## src/rtl/core/mcc_pkg.sv

```systemverilog
// Shared types and constants for the Markov context counter.
// Holds the request and result payloads and the store operation word.
// No dependencies.
package mcc_pkg;

    localparam logic FUNC_READ = 1'b1;

    localparam logic [2:0] BASE_T = 3'd3;

    localparam int ORDER_W = 3;
    localparam int OUT_W = 32;

    localparam int RES_DEPTH = 8;
    localparam int RES_PTR_W = 3;
    localparam int RES_CNT_W = 4;

    typedef struct packed {
        logic        func;
        logic [2:0]  base_code;
        logic        end_of_sequence;
        logic [11:0] read_context;
    } in_item_t;

    typedef struct packed {
        logic [OUT_W-1:0] context_count;
        logic [OUT_W-1:0] next_a_count;
        logic [OUT_W-1:0] next_c_count;
        logic [OUT_W-1:0] next_g_count;
        logic [OUT_W-1:0] next_t_count;
        logic [OUT_W-1:0] single_base_count;
    } out_item_t;

    typedef struct packed {
        logic       rd;
        logic       trans_en;
        logic       eos_en;
        logic [1:0] col;
    } store_op_t;

endpackage

```

## src/rtl/core/mcc_result_fifo.sv

```systemverilog
// Result queue in front of the output channel.
// Depends on mcc_pkg for the result type and depth.
module mcc_result_fifo (
    input  logic                clk,
    input  logic                rst_n,
    input  logic                push,
    input  mcc_pkg::out_item_t  push_data,
    output logic                out_valid,
    input  logic                out_stall,
    output mcc_pkg::out_item_t  out_data
);
    import mcc_pkg::*;

    out_item_t              q_mem [RES_DEPTH];
    logic [RES_PTR_W-1:0]   wr_ptr_reg;
    logic [RES_PTR_W-1:0]   rd_ptr_reg;
    logic [RES_CNT_W-1:0]   count_reg;
    logic                   pop;

    assign out_valid = (count_reg != '0);
    assign out_data  = q_mem[rd_ptr_reg];
    assign pop       = out_valid && !out_stall;

    always_ff @(posedge clk)
    begin
        if (push)
        begin
            q_mem[wr_ptr_reg] <= push_data;
        end
    end

    always_ff @(posedge clk or negedge rst_n)
    begin
        if (!rst_n)
        begin
            wr_ptr_reg <= '0;
            rd_ptr_reg <= '0;
            count_reg  <= '0;
        end
        else
        begin
            if (push)
            begin
                wr_ptr_reg <= wr_ptr_reg + 1'b1;
            end
            if (pop)
            begin
                rd_ptr_reg <= rd_ptr_reg + 1'b1;
            end
            case ({push, pop})
                2'b10:   count_reg <= count_reg + 1'b1;
                2'b01:   count_reg <= count_reg - 1'b1;
                default: count_reg <= count_reg;
            endcase
        end
    end

endmodule

```

## config.mk

```make
export PLATFORM = sky130hd
export DESIGN_NAME = mcc_result_fifo
export DESIGN_NICKNAME = d
export VERILOG_FILES = /design/src/rtl/core/mcc_pkg.sv /design/src/rtl/core/mcc_result_fifo.sv
export SDC_FILE = /design/constraint.sdc
export NUM_CORES = 2
export LEC_CHECK = 0
export ABC_AREA = 1
export BUFFER_PORTS_ARGS = -buffer_cell sky130_fd_sc_hd__buf_4
export CAP_MARGIN = 20
export CORE_MARGIN = 1.5
export CORE_UTILIZATION = 25
export DETAILED_ROUTE_END_ITERATION = 10
export PLACE_DENSITY_LB_ADDON = 0.2
export SLEW_MARGIN = 20
export SYNTH_ARGS = -nofsm -noshare
export SYNTH_HDL_FRONTEND = slang
export SYNTH_SLANG_ARGS = --single-unit
```

## constraint.sdc

```tcl
create_clock -name clk -period 10.5 [get_ports clk]
set_clock_uncertainty 0.1 [all_clocks]
set_input_delay 0.525 -clock clk [delete_from_list [all_inputs] [get_ports clk]]
set_output_delay 0.525 -clock clk [all_outputs]
set_load 0.01 [all_outputs]
```

# --- Yosys cells after proc, flatten, opt, wreduce, memory -nomap -nowiden ---
# Memory sizes are Yosys's and may differ from the RTL's.
# Index checks and enable logic that the tools add are counted.
totals:
  ff_bits: 10
  ram_bits: 1536
  in_bits: 196
  output_inout_bits: 193
  elab_cells: 17
  memories: 1
op_classes:
  n_addsub: 4
  eq_ne: 2
  mux: 3
  n_reduce_logical: 4
memory_table:
  columns: ["name", "depth", "width", "read_ports", "rd_ports_with_merged_regs", "write_ports", "line", "rtl"]
  rows:
  - ["q_mem", 8, 192, 1, 0, 1, "mcc_result_fifo.sv:14", "out_item_t q_mem [RES_DEPTH];"]
op_table:
  columns: ["cell", "count"]
  rows:
  - ["case mux 4 bit (2 select lines)", 1]
  - ["adder 3 x 1 -> 3 bit, second input constant", 2]
  - ["adder 4 x 1 -> 4 bit, second input constant", 1]
  - ["nonzero test 4 bit", 1]
  - ["subtractor 4 x 1 -> 4 bit, second input constant", 1]
  - ["equality test 2 x 1 -> 1 bit, second input constant", 1]
  - ["equality test 2 bit, second input constant", 1]
  - ["2-to-1 mux 1 bit", 2]
  - ["nonzero test 2 bit", 1]
  - ["logical AND 1 bit", 1]
  - ["logical NOT 1 bit", 1]

# --- Depth between registers and ports, before layout ---
logic_depth:
  word_depth: 4
  mapped_depth: 13

# --- Worst setup path before layout ---
# Ideal clock, no wire load.
synth_path:
  path_kind: "input port to flip-flop"
  startpoint: "in push"
  endpoint: "mem q_mem[0][0] (netlist name) (enable)"
  arrival_ps: 8865
  slack_ps: 788
  path_stages: 3
  path_cell_list: "inv_1 > or2_2 > nor2_1"
synth_between:
  elab_chain_len: 2
synth_lines:
  columns: ["item", "line", "rtl"]
  rows:
  - ["from (decl)", "mcc_result_fifo.sv:6", "input logic push,"]
  - ["2-to-1 mux 1 bit", "mcc_result_fifo.sv:26", "if (push)"]
  - ["2-to-1 mux 1 bit (implied by the code)", "mcc_result_fifo.sv:28", "q_mem[wr_ptr_reg] <= push_data;"]
  - ["to (decl)", "mcc_result_fifo.sv:14", null]
# Every way passes these cells.

==> impl_metrics.py <==
metrics = {
    "finish": {
        "finalNetCount": 5515,
        "syn2layout_area_growth_pct": 22.59,
        "nFillCells": 24160,
        "final_cell_count_no_fill": 8647,
        "drive_gt1_frac": 0.1239,
        "largest_reg_flops": 1536,
    },
    "die": {
        "fp.dieW_um": 494.3,
        "die_height_um": 494.3,
        "num_rows": 180,
        "start_util": 0.2511,
        "die_area_um2": 244300,
        "coreArea_um2": 240300,
        "io_pins": 389,
    },
    "sta": {
        "min_period_ps": 5431,
        "hold_viol_final": 0,
        "fin_ws_ps": 5069,
        "grt_setup_unrepaired": "no",
        "timing.final.crit_share": 0.5173,
        "worst_pin_slew_ps": 1293,
        "maxSlewHeadroom": 0.1378,
        "fin_tns_setup_ps": 0,
        "fmax_mhz": 184.1,
        "finalSetupViolations": 0,
        "drv_slew": 0,
    },
    "place": {
        "hpwl_um": 81220,
        "place_ws_ps": 5850,
        "dp.cells": 8124,
        "port_buffers": 388,
        "gp_congestion": 0.7134,
    },
    "run": {
        "cap_violations": 0,
    },
    "grt": {
        "grt_pass1_wl_um": 245400,
        "grt_overflow": 0,
        "first_global_vias": 36710,
        "grt_max_degree": 207,
        "antenna_found_initial": 21,
        "track_usage": 0.1328,
    },
    "yosys": {
        "synth_cell_types": 20,
        "syn-cell-area_um2": 60340,
        "netlist_instances": 4794,
        "ys_seq_area_frac": 0.7686,
        "ys_ff_latch": 1546,
        "yosys_warnings": 0,
        "syn_nets": 4995,
        "synth_area_per_cell_um2": 12.59,
    },
    "route": {
        "routedWlPerCell_um": 19.18,
        "drtPass1Iterations": 5,
        "viasPerCell": 4.372,
        "drc": 0,
        "wirelength_um": 165900,
        "drt-initial-drc-count": 2329,
        "ant_nets": 0,
        "vias": 37810,
    },
    "power_and_ir_drop": {
        "powerDensity_nw_per_um2": 278.8,
        "ir_drop_v": 0.0001996,
        "p_leak_uw": 0.02504,
    },
    "cts": {
        "clk_latency_ps": 810,
        "cts-root-buf": "clkbuf_16",
        "numCtsBuffers": 177,
        "clk_path_buf_depth": 3,
        "htreeDepth": 4,
        "cts_setup_buffers": 0,
        "cts_num_sinks": 1546,
        "clk_pin_slew_ps": 60,
        "cts_tree": "yes",
    },
    "worst_setup_path": {
        "critical_path_class": "flip-flop to primary output",
        "worstSetupStartpointType": "flip-flop",
        "path_max_fanout": 199,
        "arrival_ps": 4810,
        "required_ps": 9880,
        "end_kind": "primary output",
    },
    "worst_hold_path": {
        "hold_class": "input pin to flip-flop",
    },
    "outcome": {
        "status": "finished clean",
    },
}
cells in the mapped netlist:
master,number,area [um2]
or2_2,1,6.260
ha_1,5,62.56
o21ai_1,505,2527
a21oi_1,1,5.000
inv_2,1,3.750
buf_6,1,11.26
xnor2_1,2,17.52
clkbuf_1,183,686.9
nand3b_1,1,7.510
o21ai_0,650,3253
nand3_1,4,20.02
xor2_1,4,35.03
buf_2,43,215.2
buf_1,22,82.58
nor2_1,1163,4365
nand2_1,601,2256
edfxtp_1,1536,46120
buf_4,48,360.4
dfrtp_1,10,250.2
inv_1,13,48.80
layout by cell type (no fill, tap or decap):
master and instances:
edfxtp_1 1536, inv_8 2, a21oi_1 1, inv_16 5
inv_6 3, nor2_4 8, inv_1 12, clkbuf_1 49
clkinvlp_4 4, o21ai_1 505, xor2_1 4, dfrtp_4 3
clkinv_1 50, nand2_1 601, clkinv_8 2, xnor2_1 2
clkinv_4 3, clkinv_2 16, dfrtp_1 7, clkinv_16 3
o21ai_0 650, dlygate4sd3_1 196, nor2_1 1155, ha_1 5
nand3_1 4, buf_4 424, diode_2 8, or2_2 1
buf_12 18, nand3b_1 1, bufinv_16 6, clkbuf_16 178
through the flow:
stage	util	instance area [um2]	hold WS (ps)	power, uW
floorplan	-	60340	129.4	12180
finish	0.3078	73970	371.3	20620
global placement	0.2771	66600	266.7	15070
detailed placement	0.2771	66600	266.0	15080
global route	0.3078	73970	303.8	21990
CTS	0.3077	73950	262.4	21050
final timing paths:
check / start / endpoint / slack [ps] / depth (start not counted)
hold reg to reg: count_reg[2]$_DFFE_PN0P_ / count_reg[2]$_DFFE_PN0P_ / 440 / 2
max in group asynchronous: rst_n / rd_ptr_reg[2]$_DFFE_PN0N_ / 9240 / 3
hold / removal: push_data[115] / q_mem[5][115]$_DFFE_PP_ / 370 / 2
setup / recovery: rd_ptr_reg[0]$_DFFE_PN0N_ / out_data[35] / 5070 / 8
min in group asynchronous: rst_n / count_reg[2]$_DFFE_PN0P_ / 660 / 3
setup reg to reg: wr_ptr_reg[0]$_DFFE_PN0P_ / q_mem[2][69]$_DFFE_PP_ / 6730 / 4
logic make-up (layout without fill, tap and decap cells):
group                    Yosys count  after routing  share of synthesized area
XOR/XNOR                           6              6                  0.0008709
flip-flops                      1546           1546                     0.7686
AO/OA/AOI/OAI                   1156           1156                    0.09588
AND/OR/NAND/NOR                 1770           1770                     0.1103
adder cells (fa/ha/maj)            5              5                   0.001037
other                              0              8                          0
buffers and inverters            311            971                    0.02335
per-layer routing:
metal | track usage | part of all wire | vias up
met3 | 0.03205 | 0.055 | 222
li1 | - | - | 18060
met1 | 0.1812 | 0.46 | 18710
met5 | 0 | 0.00092 | -
met4 | 0.03591 | 0.020 | 24
met2 | 0.2098 | 0.46 | 794
worst max-delay path, stage by stage (launching register included):
cell     delay, ps
dfrtp_4        760
inv_8          580
buf_4          790
buf_12         510
o21ai_0        260
o21ai_0        130
nand2_1         70
nand2_1        150
buf_4          140
final cells by class:
class	instances	area, um2	share of cell area
antenna	8	20.02	0.0002706
clock buffer	227	4638	0.06270
clock inverter	92	753.2	0.01018
inverter	14	67.56	0.0009134
multi-input combinational	2937	12620	0.1706
sequential	1546	46390	0.6271
tap	3185	3985	0.05387
timing repair buffer	638	5505	0.07442
repair_timing:
item	4_1_cts	5_1_grt
hold buffers	196	0
hold endpoints to repair	1551	0
gates resized for setup	0	0
where the power goes:
part           switching, uW  leakage, uW  internal, uW
logic                   4840      0.00836          2320
registers                197       0.0141          7480
clock network           2520      0.00260          3280
Power figures use the tool's default switching activity.
