===== src/rtl/core/mcc_pkg.sv =====
// Shared types and constants for the Markov context counter.
// Holds the request and result payloads and the store operation word.
// No dependencies.
package mcc_pkg;

    localparam logic FUNC_READ = 1'b1;

    localparam logic [2:0] BASE_T = 3'd3;

    localparam int ORDER_W = 3;
    localparam int OUT_W = 32;

    localparam int RES_DEPTH = 8;
    localparam int RES_PTR_W = 3;
    localparam int RES_CNT_W = 4;

    typedef struct packed {
        logic        func;
        logic [2:0]  base_code;
        logic        end_of_sequence;
        logic [11:0] read_context;
    } in_item_t;

    typedef struct packed {
        logic [OUT_W-1:0] context_count;
        logic [OUT_W-1:0] next_a_count;
        logic [OUT_W-1:0] next_c_count;
        logic [OUT_W-1:0] next_g_count;
        logic [OUT_W-1:0] next_t_count;
        logic [OUT_W-1:0] single_base_count;
    } out_item_t;

    typedef struct packed {
        logic       rd;
        logic       trans_en;
        logic       eos_en;
        logic [1:0] col;
    } store_op_t;

endpackage


===== src/rtl/core/mcc_read_sum.sv =====
// Read result pipeline: clips the counts and forms the context total
// from the four transition counts and the end-of-sequence count. Depends on mcc_pkg.
module mcc_read_sum #(
    parameter int COUNT_BITS = 32
) (
    input  logic                     clk,
    input  logic                     rst_n,
    input  logic                     rd_valid,
    input  logic [4*COUNT_BITS-1:0]  rd_row,
    input  logic [COUNT_BITS-1:0]    rd_eos,
    input  logic [COUNT_BITS-1:0]    rd_base,
    output logic                     push,
    output mcc_pkg::out_item_t       push_data
);
    import mcc_pkg::*;

    localparam int SUM_W = COUNT_BITS + 3;
    localparam int LIM_BITS = (COUNT_BITS < OUT_W) ? COUNT_BITS : OUT_W;
    localparam logic [SUM_W-1:0] SUM_LIM = SUM_W'((64'd1 << LIM_BITS) - 64'd1);

    function automatic logic [OUT_W-1:0] clip_out(input logic [COUNT_BITS-1:0] v);
        return (64'(v) > 64'hFFFF_FFFF) ? '1 : OUT_W'(v);
    endfunction

    logic                  a_valid_reg;
    logic [COUNT_BITS:0]   a_pair0_reg;
    logic [COUNT_BITS:0]   a_pair1_reg;
    logic [COUNT_BITS-1:0] a_eos_reg;
    out_item_t             a_item_reg;

    logic                  b_valid_reg;
    logic [COUNT_BITS+1:0] b_sum_reg;
    logic [COUNT_BITS-1:0] b_eos_reg;
    out_item_t             b_item_reg;

    logic [SUM_W-1:0]      total;
    logic [SUM_W-1:0]      total_sat;

    always_ff @(posedge clk or negedge rst_n)
    begin
        if (!rst_n)
        begin
            a_valid_reg <= 1'b0;
            b_valid_reg <= 1'b0;
        end
        else
        begin
            a_valid_reg <= rd_valid;
            b_valid_reg <= a_valid_reg;
        end
    end

    always_ff @(posedge clk)
    begin
        a_pair0_reg <= (COUNT_BITS+1)'(rd_row[0 +: COUNT_BITS])
                     + (COUNT_BITS+1)'(rd_row[COUNT_BITS +: COUNT_BITS]);
        a_pair1_reg <= (COUNT_BITS+1)'(rd_row[2*COUNT_BITS +: COUNT_BITS])
                     + (COUNT_BITS+1)'(rd_row[3*COUNT_BITS +: COUNT_BITS]);
        a_eos_reg   <= rd_eos;
        a_item_reg.context_count     <= '0;
        a_item_reg.next_a_count      <= clip_out(rd_row[0 +: COUNT_BITS]);
        a_item_reg.next_c_count      <= clip_out(rd_row[COUNT_BITS +: COUNT_BITS]);
        a_item_reg.next_g_count      <= clip_out(rd_row[2*COUNT_BITS +: COUNT_BITS]);
        a_item_reg.next_t_count      <= clip_out(rd_row[3*COUNT_BITS +: COUNT_BITS]);
        a_item_reg.single_base_count <= clip_out(rd_base);

        b_sum_reg  <= (COUNT_BITS+2)'(a_pair0_reg) + (COUNT_BITS+2)'(a_pair1_reg);
        b_eos_reg  <= a_eos_reg;
        b_item_reg <= a_item_reg;
    end

    // The context count equals the transition counts plus the end-of-sequence
    // count, limited to the counter and output ranges.
    always_comb
    begin
        total     = SUM_W'(b_sum_reg) + SUM_W'(b_eos_reg);
        total_sat = (total > SUM_LIM) ? SUM_LIM : total;
        push_data = b_item_reg;
        push_data.context_count = OUT_W'(total_sat);
    end

    assign push = b_valid_reg;

endmodule


===== config.mk =====
export PLATFORM = sky130hd
export DESIGN_NAME = mcc_read_sum
export DESIGN_NICKNAME = d
export VERILOG_FILES = /design/src/rtl/core/mcc_pkg.sv /design/src/rtl/core/mcc_read_sum.sv
export SDC_FILE = /design/constraint.sdc
export NUM_CORES = 1
export LEC_CHECK = 0
export BUFFER_PORTS_ARGS = -buffer_cell sky130_fd_sc_hd__buf_2
export CORE_UTILIZATION = 57
export CTS_CLUSTER_SIZE = 16
export DETAILED_ROUTE_END_ITERATION = 7
export PLACE_DENSITY = 0.9
export SLEW_MARGIN = 20
export SYNTH_ARGS = -nofsm -noshare
export SYNTH_HDL_FRONTEND = slang
export SYNTH_SLANG_ARGS = --single-unit

===== constraint.sdc =====
create_clock -name clk -period 6.6 [get_ports clk]
set_input_delay 0.33 -clock clk [delete_from_list [all_inputs] [get_ports clk]]
set_output_delay 0.33 -clock clk [all_outputs]
set_load 0.005 [all_outputs]

---- After elaboration in Yosys (flattened, before gate mapping) ----
Cells that the tools add are included.
word-level totals
  register bits ........................... 486
  bits in latches ......................... 0
  RAM bits ................................ 0
  ROM bits ................................ 0
  memories kept ........................... 0
operators by class
  add/sub/neg operators ................... 4
  multipliers ............................. 0
  divide/modulo/power cells ............... 0
  order comparisons ....................... 1
  equality and inequality tests ........... 0
  shifts and indexed selects .............. 0
  multiplexer cells ....................... 1
  bitwise logic cells ..................... 0
  reduce and logical (&&, ||, !) cells .... 0
operator list
  cell                                                                               number
  32-bit by 32-bit adder with 33-bit output                                          2
  34-bit by 32-bit adder with 35-bit output                                          1
  35-bit by 32-bit greater-than comparator with 1-bit output, second input constant  1
  33-bit by 33-bit adder with 34-bit output                                          1
  32-bit 2-to-1 mux                                                                  1

---- Logic depth before layout (Yosys ltp) ----
Gate-level depths: netlist of run 1.
  depth after elaboration ................. 3
  mapped depth ............................ 13
  mapped depth without buffers ............ 12

---- Worst setup path after synthesis of run 1 ----
Ideal clock, no wire load.
  path kind ............................... flip-flop to output port
  start ................................... register b_sum_reg[0]
  end ..................................... output port push_data[188] (netlist bit)
  data arrival time ....................... 2,778 ps
  required time ........................... 6,270 ps
  setup slack ............................. 3,492 ps
  cell stages (with the launch flop) ...... 14
  path buffers ............................ 1
  cells stage by stage .................... dfxtp_1 -> ha_1 -> inv_1 -> fa_1 -> nand2b_1 -> a21oi_1 -> o221a_2 -> a211oi_1 -> o211ai_1 -> nand4_1 -> a21oi_1 -> mux2i_2 -> buf_4 -> nand4_1
RTL lines
  item                      RTL line            source
  start: declaration        mcc_read_sum.sv:32  logic [COUNT_BITS+1:0] b_sum_reg;
  start signal: assignment  mcc_read_sum.sv:67  b_sum_reg <= (COUNT_BITS+2)'(a_pair0_reg) + (COUNT_BITS+2)'(a_pair1_reg);
  end: declaration          mcc_read_sum.sv:13  output mcc_pkg::out_item_t push_data

==> results.sh, run 1 <==
export IMPL_setup_tns_ns=0
export IMPL_cts_sinks=486
export IMPL_min_period_ns=4.56
export IMPL_synthDistinctLibCells=67
export IMPL_syn_cell_area_um2=16100
export IMPL_core_area_um2=27800
export IMPL_numPortBuffers=387
export IMPL_wl_per_cell_um=20.0
export IMPL_synth_most_common_cell="dfxtp_1"
export IMPL_cts_path_max_buffers=3
export IMPL_fmax_ghz=0.219
export IMPL_synth_edf_count=0
export IMPL_fin_nets=2323
export IMPL_cpMostUsedCell="a21oi_1"
export IMPL_drive_gt1_frac=0.232
export IMPL_area_growth_syn_to_layout_pct=36.2
export IMPL_routed_via_density=5.49
export IMPL_antenna_found_initial=3
export IMPL_root_buffer="clkbuf_16"
export IMPL_r2r_slack_ns=3.22
export IMPL_first_global_vias=14200
export IMPL_grt_max_degree=33
export IMPL_async_flop_share=0.00412
export IMPL_hpwl_um=28000
export IMPL_cts_made_buffers=45
export IMPL_path_cells="ha_1 -> inv_1 -> fa_1 -> nand2b_1 -> a21oi_1 -> o221a_2 -> a211oi_1 -> o211ai_1 -> nand4_1 -> a21oi_1 -> mux2i_2 -> buf_4 -> nand3_1 -> buf_2"
export IMPL_syn_nets=1707
export IMPL_outcome="finished, final reports clean"
export IMPL_cpMaxStageDelayCell="fa_1"
export IMPL_cts_tree="yes"
export IMPL_initial_core_util=0.579
export IMPL_rsz0062_at_grt="false"
export IMPL_setup_violations=0
export IMPL_ys_seq_area_frac=0.605
export IMPL_syn_avg_cell_area_um2=11.7
export IMPL_critical_path_arrival_ns=4.23
export IMPL_dr_pass1_iters=5
export IMPL_cts_max_level=2
export IMPL_rows=61
export IMPL_die_y_um=170
export IMPL_drt_iter0_markers=816
export IMPL_slew_limit_headroom=0.348
export IMPL_ioPinCount=388
export IMPL_ys_flop_type="dfxtp_1"
export IMPL_synth_top_area_share=0.602
export IMPL_wl_um=48100
export IMPL_grt_total_usage=0.327
export IMPL_grt_pass1_wl_um=73400
export IMPL_postCtsResizedCells=0
export IMPL_path_max_fanout=28
export IMPL_dieArea_um2=28900
export IMPL_die_w_um=170
export IMPL_grt_ovfl_total=0
export IMPL_synth_top_cell_by_area="dfxtp_1"
export IMPL_fin_crit_sh=0.690
export IMPL_route_detailed_drc=0
export IMPL_route_vias_total=13200
export IMPL_syn_inst=1379
export IMPL_synth_area_top_cells="dfxtp_1 60%, ha_1 10%, xnor2_1 3.8%"
export IMPL_post_route_util=0.789
export IMPL_endpoint_kind="output port"
export IMPL_netlist_top_cells_count="484 x dfxtp_1, 129 x ha_1, 103 x a21oi_1"
export IMPL_ant_nets=0
export IMPL_max_vdd_ir_drop_uv=280
export IMPL_slew_violations=0
export IMPL_yosys_warnings=0
export IMPL_ys_ff_latch=486
export IMPL_path_clk_slew_ns=0.06
export IMPL_worst_ep_required_time_ns=6.27
export IMPL_start_kind="register"
export IMPL_skew_ns=0.0137
export IMPL_final_hold_viol_count=0
export IMPL_power_density_nw_per_um2=396
export IMPL_worstMarginPinSlew_ns=0.953
export IMPL_hold_class="input port to asynchronous set/reset pin"
export IMPL_cp_slowest_stage_delay_ns=0.39
export IMPL_p_leak_nw=10.1
export IMPL_place_gp_congestion=0.853
export IMPL_insertion_delay_ns=0.54
export IMPL_max_cap_violations=0
export IMPL_path_class="register to output port"
export IMPL_n_fill_cell=1567
==> kinds of logic (layout without fill, tap and decap cells) <==
group,count (synthesis),after routing,synth area share
muxes,1,1,0.000855
and+or+nand+nor,247,247,0.0748
xor gates and xnor gates,105,105,0.0572
adders and majority gates,133,133,0.105
other,0,4,0
buffers and inverters,63,710,0.0154
DFF,486,486,0.605
AOI/OAI and AO/OA,344,344,0.141
==> layout make-up <==
cell class	instances	area (um^2)	share of cell area
antenna	4	10.0	0.000457
clock buffer	64	1310	0.0598
timing repair buffer	582	3890	0.177
sequential	486	9740	0.444
clock inverter	14	205	0.00936
inverter	50	188	0.00856
tap	378	473	0.0216
multi-input combinational	830	6110	0.279
==> path summary, 6_finish.rpt <==
path | startpoint | to | cells after the start
max | b_sum_reg[0] | push_data[172] | 14
min | rst_n | a_valid_reg | 2
max reg2reg | a_pair1_reg[3] | b_sum_reg[27] | 10
min reg2reg | a_item_reg[79] | push_data[79] | 0
max in group asynchronous | rst_n | push | 2
min in group clk | a_item_reg[79] | push_data[79] | 0
==> timing repair <==
item | 4_1_cts | 5_1_grt
setup buffers | 0 | 0
hold endpoints to repair | 195 | 0
hold buffers | 194 | 0
==> metrics by stage <==
stage	power [mW]	cells	hold slack (ns)	setup slack, ns	area (um^2)
3_5_place_dp	5.77	2132	0.118	2.73	18400
5_1_grt	9.08	2407	0.120	1.76	21900
6_report	8.68	2408	0.122	2.04	21900
3_3_place_gp	5.69	2132	0.115	2.86	18400
4_1_cts	8.51	2404	0.0937	2.13	21900
2_1_floorplan	5.08	1379	0.0344	3.49	16100
==> routing by layer <==
layer	GRT usage	part of all wire	vias to the layer above
li1	-	-	6116
met2	0.599	0.51	689
met1	0.345	0.37	6185
met4	0.217	0.067	0
met3	0.0556	0.055	236
met5	0	0	-
==> where the power goes <==
part	switching, mW	internal [mW]
combinational	1.46	1.10
sequential	0.145	3.26
clock	1.13	1.58
==> cells in the final DEF, fill, tap and decap left out, drive strengths merged, types with 54 or more instances in the layout <==
master,n
dfxtp,484
dlygate4sd3,194
o21ai,58
buf,388
nor2,63
a21o,54
a21oi,104
xnor2,70
clkbuf,64
ha,129
==> worst max-delay path, delay by kind of cell, from the launching register on <==
| family | cells | cell delay, ns |
|---|---|---|
| AOI/OAI and AO/OA | 5 | 1.19 |
| adders and majority gates | 2 | 0.60 |
| buffers and inverters | 3 | 0.62 |
| DFF | 1 | 0.32 |
| muxes | 1 | 0.37 |
| and+or+nand+nor | 3 | 0.57 |
No activity file was read; power rests on OpenSTA's default activity.
==> run 2: changes to the inputs <==
- ABC_AREA: unset -> 1
- CORE_UTILIZATION: 57 -> 54
- PLACE_DENSITY: 0.9 -> 0.85
- clock period: 6.6 -> 4.4 ns (I/O delays scaled with it)
==> run 2 against run 1 <==
  * Die area is 18% higher
  * Sequential share of layout area is 4.0 points lower
  * Non-clock buffer count stayed put
  * Critical path depth is 2 higher
  * First-iteration DRC count is 1.7% higher
  * Global-route usage is 0.54 points lower
  * Utilization is 5.2 points lower
  * Register-to-register slack worse by 1.2 ns
  * Clock skew is 0.0054 ns higher
  * Hold slack better by 0.16 ns
  * Cell count is 29% higher
  * Critical endpoint is now push_data[166]
==> results.sh, run 2 <==
export IMPL_grt_ovfl_total=0
export IMPL_grt_busiest_layer="met2"
export IMPL_rsz0062_at_grt="false"
export IMPL_cts_path_max_buffers=3
export IMPL_skew_ns=0.0191
export IMPL_wl_per_cell_um=17.6
export IMPL_routed_via_density=5.09
export IMPL_grt_max_degree=33
export IMPL_n_fill_cell=2360
export IMPL_fmax_ghz=0.291
export IMPL_outcome="finished, final reports clean"
export IMPL_layout_common_cells="484 x dfxtp_1, 447 x nand2_1, 387 x buf_2"
export IMPL_dr_pass1_iters=5
export IMPL_p_total_mw=14.1
export IMPL_cts_setup_buffers=0
export IMPL_ys_flop_type="dfxtp_1"
export IMPL_rows=66
export IMPL_synth_area_top_cells="dfxtp_1 54%, nand2_1 9.3%, ha_1 9.0%"
export IMPL_path_max_fanout=32
export IMPL_hold_class="input port to register"
export IMPL_netlist_top_cells_count="484 x dfxtp_1, 447 x nand2_1, 206 x inv_1"
export IMPL_endpoint_kind="output port"
export IMPL_fin_nets=2941
export IMPL_route_detailed_drc=0
export IMPL_ys_ff_latch=486
export IMPL_setup_tns_ns=0
export IMPL_area_growth_syn_to_layout_pct=33.6
export IMPL_slew_limit_headroom=0.535
export IMPL_dieArea_um2=34100
export IMPL_path_class="register to output port"
export IMPL_syn_nets=2321
export IMPL_grt_total_usage=0.322
export IMPL_met3_usage=0.0547
export IMPL_ys_seq_area_frac=0.540
export IMPL_final_hold_viol_count=0
export IMPL_cts_max_level=2
export IMPL_setup_violations=0
export IMPL_worst_ep_required_time_ns=4.18
export IMPL_route_vias_total=15800
export IMPL_path_clk_slew_ns=0.07
export IMPL_min_period_ns=3.44
export IMPL_p_leak_nw=11.8
export IMPL_async_flop_share=0.00412
export IMPL_cts_tree="yes"
export IMPL_fin_crit_sh=0.781
export IMPL_critical_path_arrival_ns=3.22
export IMPL_insertion_delay_ns=0.57
export IMPL_grt_pass1_wl_um=84800
export IMPL_ant_nets=0
export IMPL_synth_most_common_cell="dfxtp_1"
export IMPL_syn_inst=1993
export IMPL_numPortBuffers=387
export IMPL_drt_iter0_markers=830
export IMPL_final_common_cell="dfxtp_1"
export IMPL_die_w_um=185
export IMPL_root_buffer="clkbuf_16"
export IMPL_worstRegToRegCells=12
export IMPL_slew_violations=0
export IMPL_worstMarginPinSlew_ns=0.696
export IMPL_ioPinCount=388
export IMPL_cts_sinks=486
export IMPL_drive_gt1_frac=0.188
export IMPL_cts_made_buffers=45
export IMPL_syn_avg_cell_area_um2=9.05
export IMPL_syn_cell_area_um2=18000
export IMPL_whs_path_depth=2
export IMPL_die_y_um=185
export IMPL_hpwl_um=37800
export IMPL_grt_use_met2=0.599
export IMPL_antenna_found_initial=4
export IMPL_wl_um=54500
export IMPL_initial_core_util=0.551
export IMPL_synthDistinctLibCells=40
export IMPL_use_met1=0.356
export IMPL_synth_edf_count=0
export IMPL_synth_top_cell_by_area="dfxtp_1"
export IMPL_yosys_warnings=0
export IMPL_start_kind="register"
export IMPL_core_area_um2=32700
export IMPL_max_vdd_ir_drop_uv=402
export IMPL_power_density_nw_per_um2=587
export IMPL_first_global_vias=16500
export IMPL_place_gp_congestion=0.911
export IMPL_synth_top_area_share=0.537
export IMPL_max_cap_violations=0
## run 2: cell type report
cell class / instances / area, um^2 / share of cell area
Sequential cell: 486 / 9740 / 0.404
Inverter: 209 / 785 / 0.0326
Tap cell: 442 / 553 / 0.0230
Multi-Input combinational cell: 1289 / 7420 / 0.308
Antenna cell: 4 / 10.0 / 0.000416
Clock inverter: 25 / 425 / 0.0177
Timing Repair Buffer: 582 / 3890 / 0.161
Clock buffer: 59 / 1270 / 0.0527
## run 2: routing by layer
layer	share of wire	vias to the layer above
met5	0	-
li1	-	7739
met1	0.40	7267
met2	0.51	594
met4	0.041	0
met3	0.058	160
## run 2: through the flow
step                      hold WS (ns)  std cells  area (um^2)  utilization  setup slack (ns)
after global routing             0.287       3096        24100        0.737             0.768
after floorplan                -0.0756       1993        18000            -              2.25
after global placement         0.00729       2813        20400        0.625              1.82
after CTS                        0.254       3092        24100        0.736              1.02
after detailed placement        0.0119       2813        20400        0.625              1.68
final                            0.283       3096        24100        0.737             0.963
## run 2: kinds of logic (layout without fill, tap and decap cells)
logic type	Yosys count	after routing	share of synthesized area
AOI/OAI and AO/OA	269	269	0.0858
xor gates and xnor gates	94	94	0.0457
adders and majority gates	133	133	0.0939
DFF	486	486	0.540
and+or+nand+nor	793	793	0.186
other	0	4	0
buffers and inverters	218	875	0.0485
## run 2: worst max-delay path, stage by stage (launching register included)
cell and delay (ns):
dfxtp_1 0.32, ha_1 0.21, inv_1 0.07, fa_1 0.41, inv_1 0.10, nand3_1 0.07
nand3_1 0.14, nand2_1 0.09, nand2_2 0.11, nand2_2 0.07, nand2_4 0.08, nand2_2 0.05
nand2_1 0.06, nand2_1 0.06, nand2_2 0.43, nand4_1 0.20, buf_2 0.19
## run 2: repair_timing
| item | CTS | global route |
|---|---|---|
| endpoints found under the hold margin | 197 | 0 |
| setup endpoints to repair | 0 | 0 |
| hold buffers | 195 | 0 |
| resized for setup | 0 | 0 |
## run 2: path summary, 6_finish.rpt
| path | startpoint | endpoint | slack (ns) |
|---|---|---|---|
| max | b_sum_reg[0] | push_data[166] | 0.96 |
| min | rd_base[16] | a_item_reg[16] | 0.28 |
| max reg2reg | a_pair1_reg[0] | b_sum_reg[30] | 1.99 |
| min reg2reg | a_eos_reg[23] | b_eos_reg[23] | 0.32 |
| max in group asynchronous | rst_n | push | 3.75 |
| min in group asynchronous | rst_n | a_valid_reg | 0.50 |
## run 2: power by group
| group | internal, mW | leakage, nW | switching (mW) |
|---|---|---|---|
| Clock | 2.65 | 0.826 | 1.74 |
| Combinational | 1.76 | 6.90 | 2.89 |
| Sequential | 4.90 | 4.11 | 0.209 |
| Total | 9.31 | 11.8 | 4.84 |
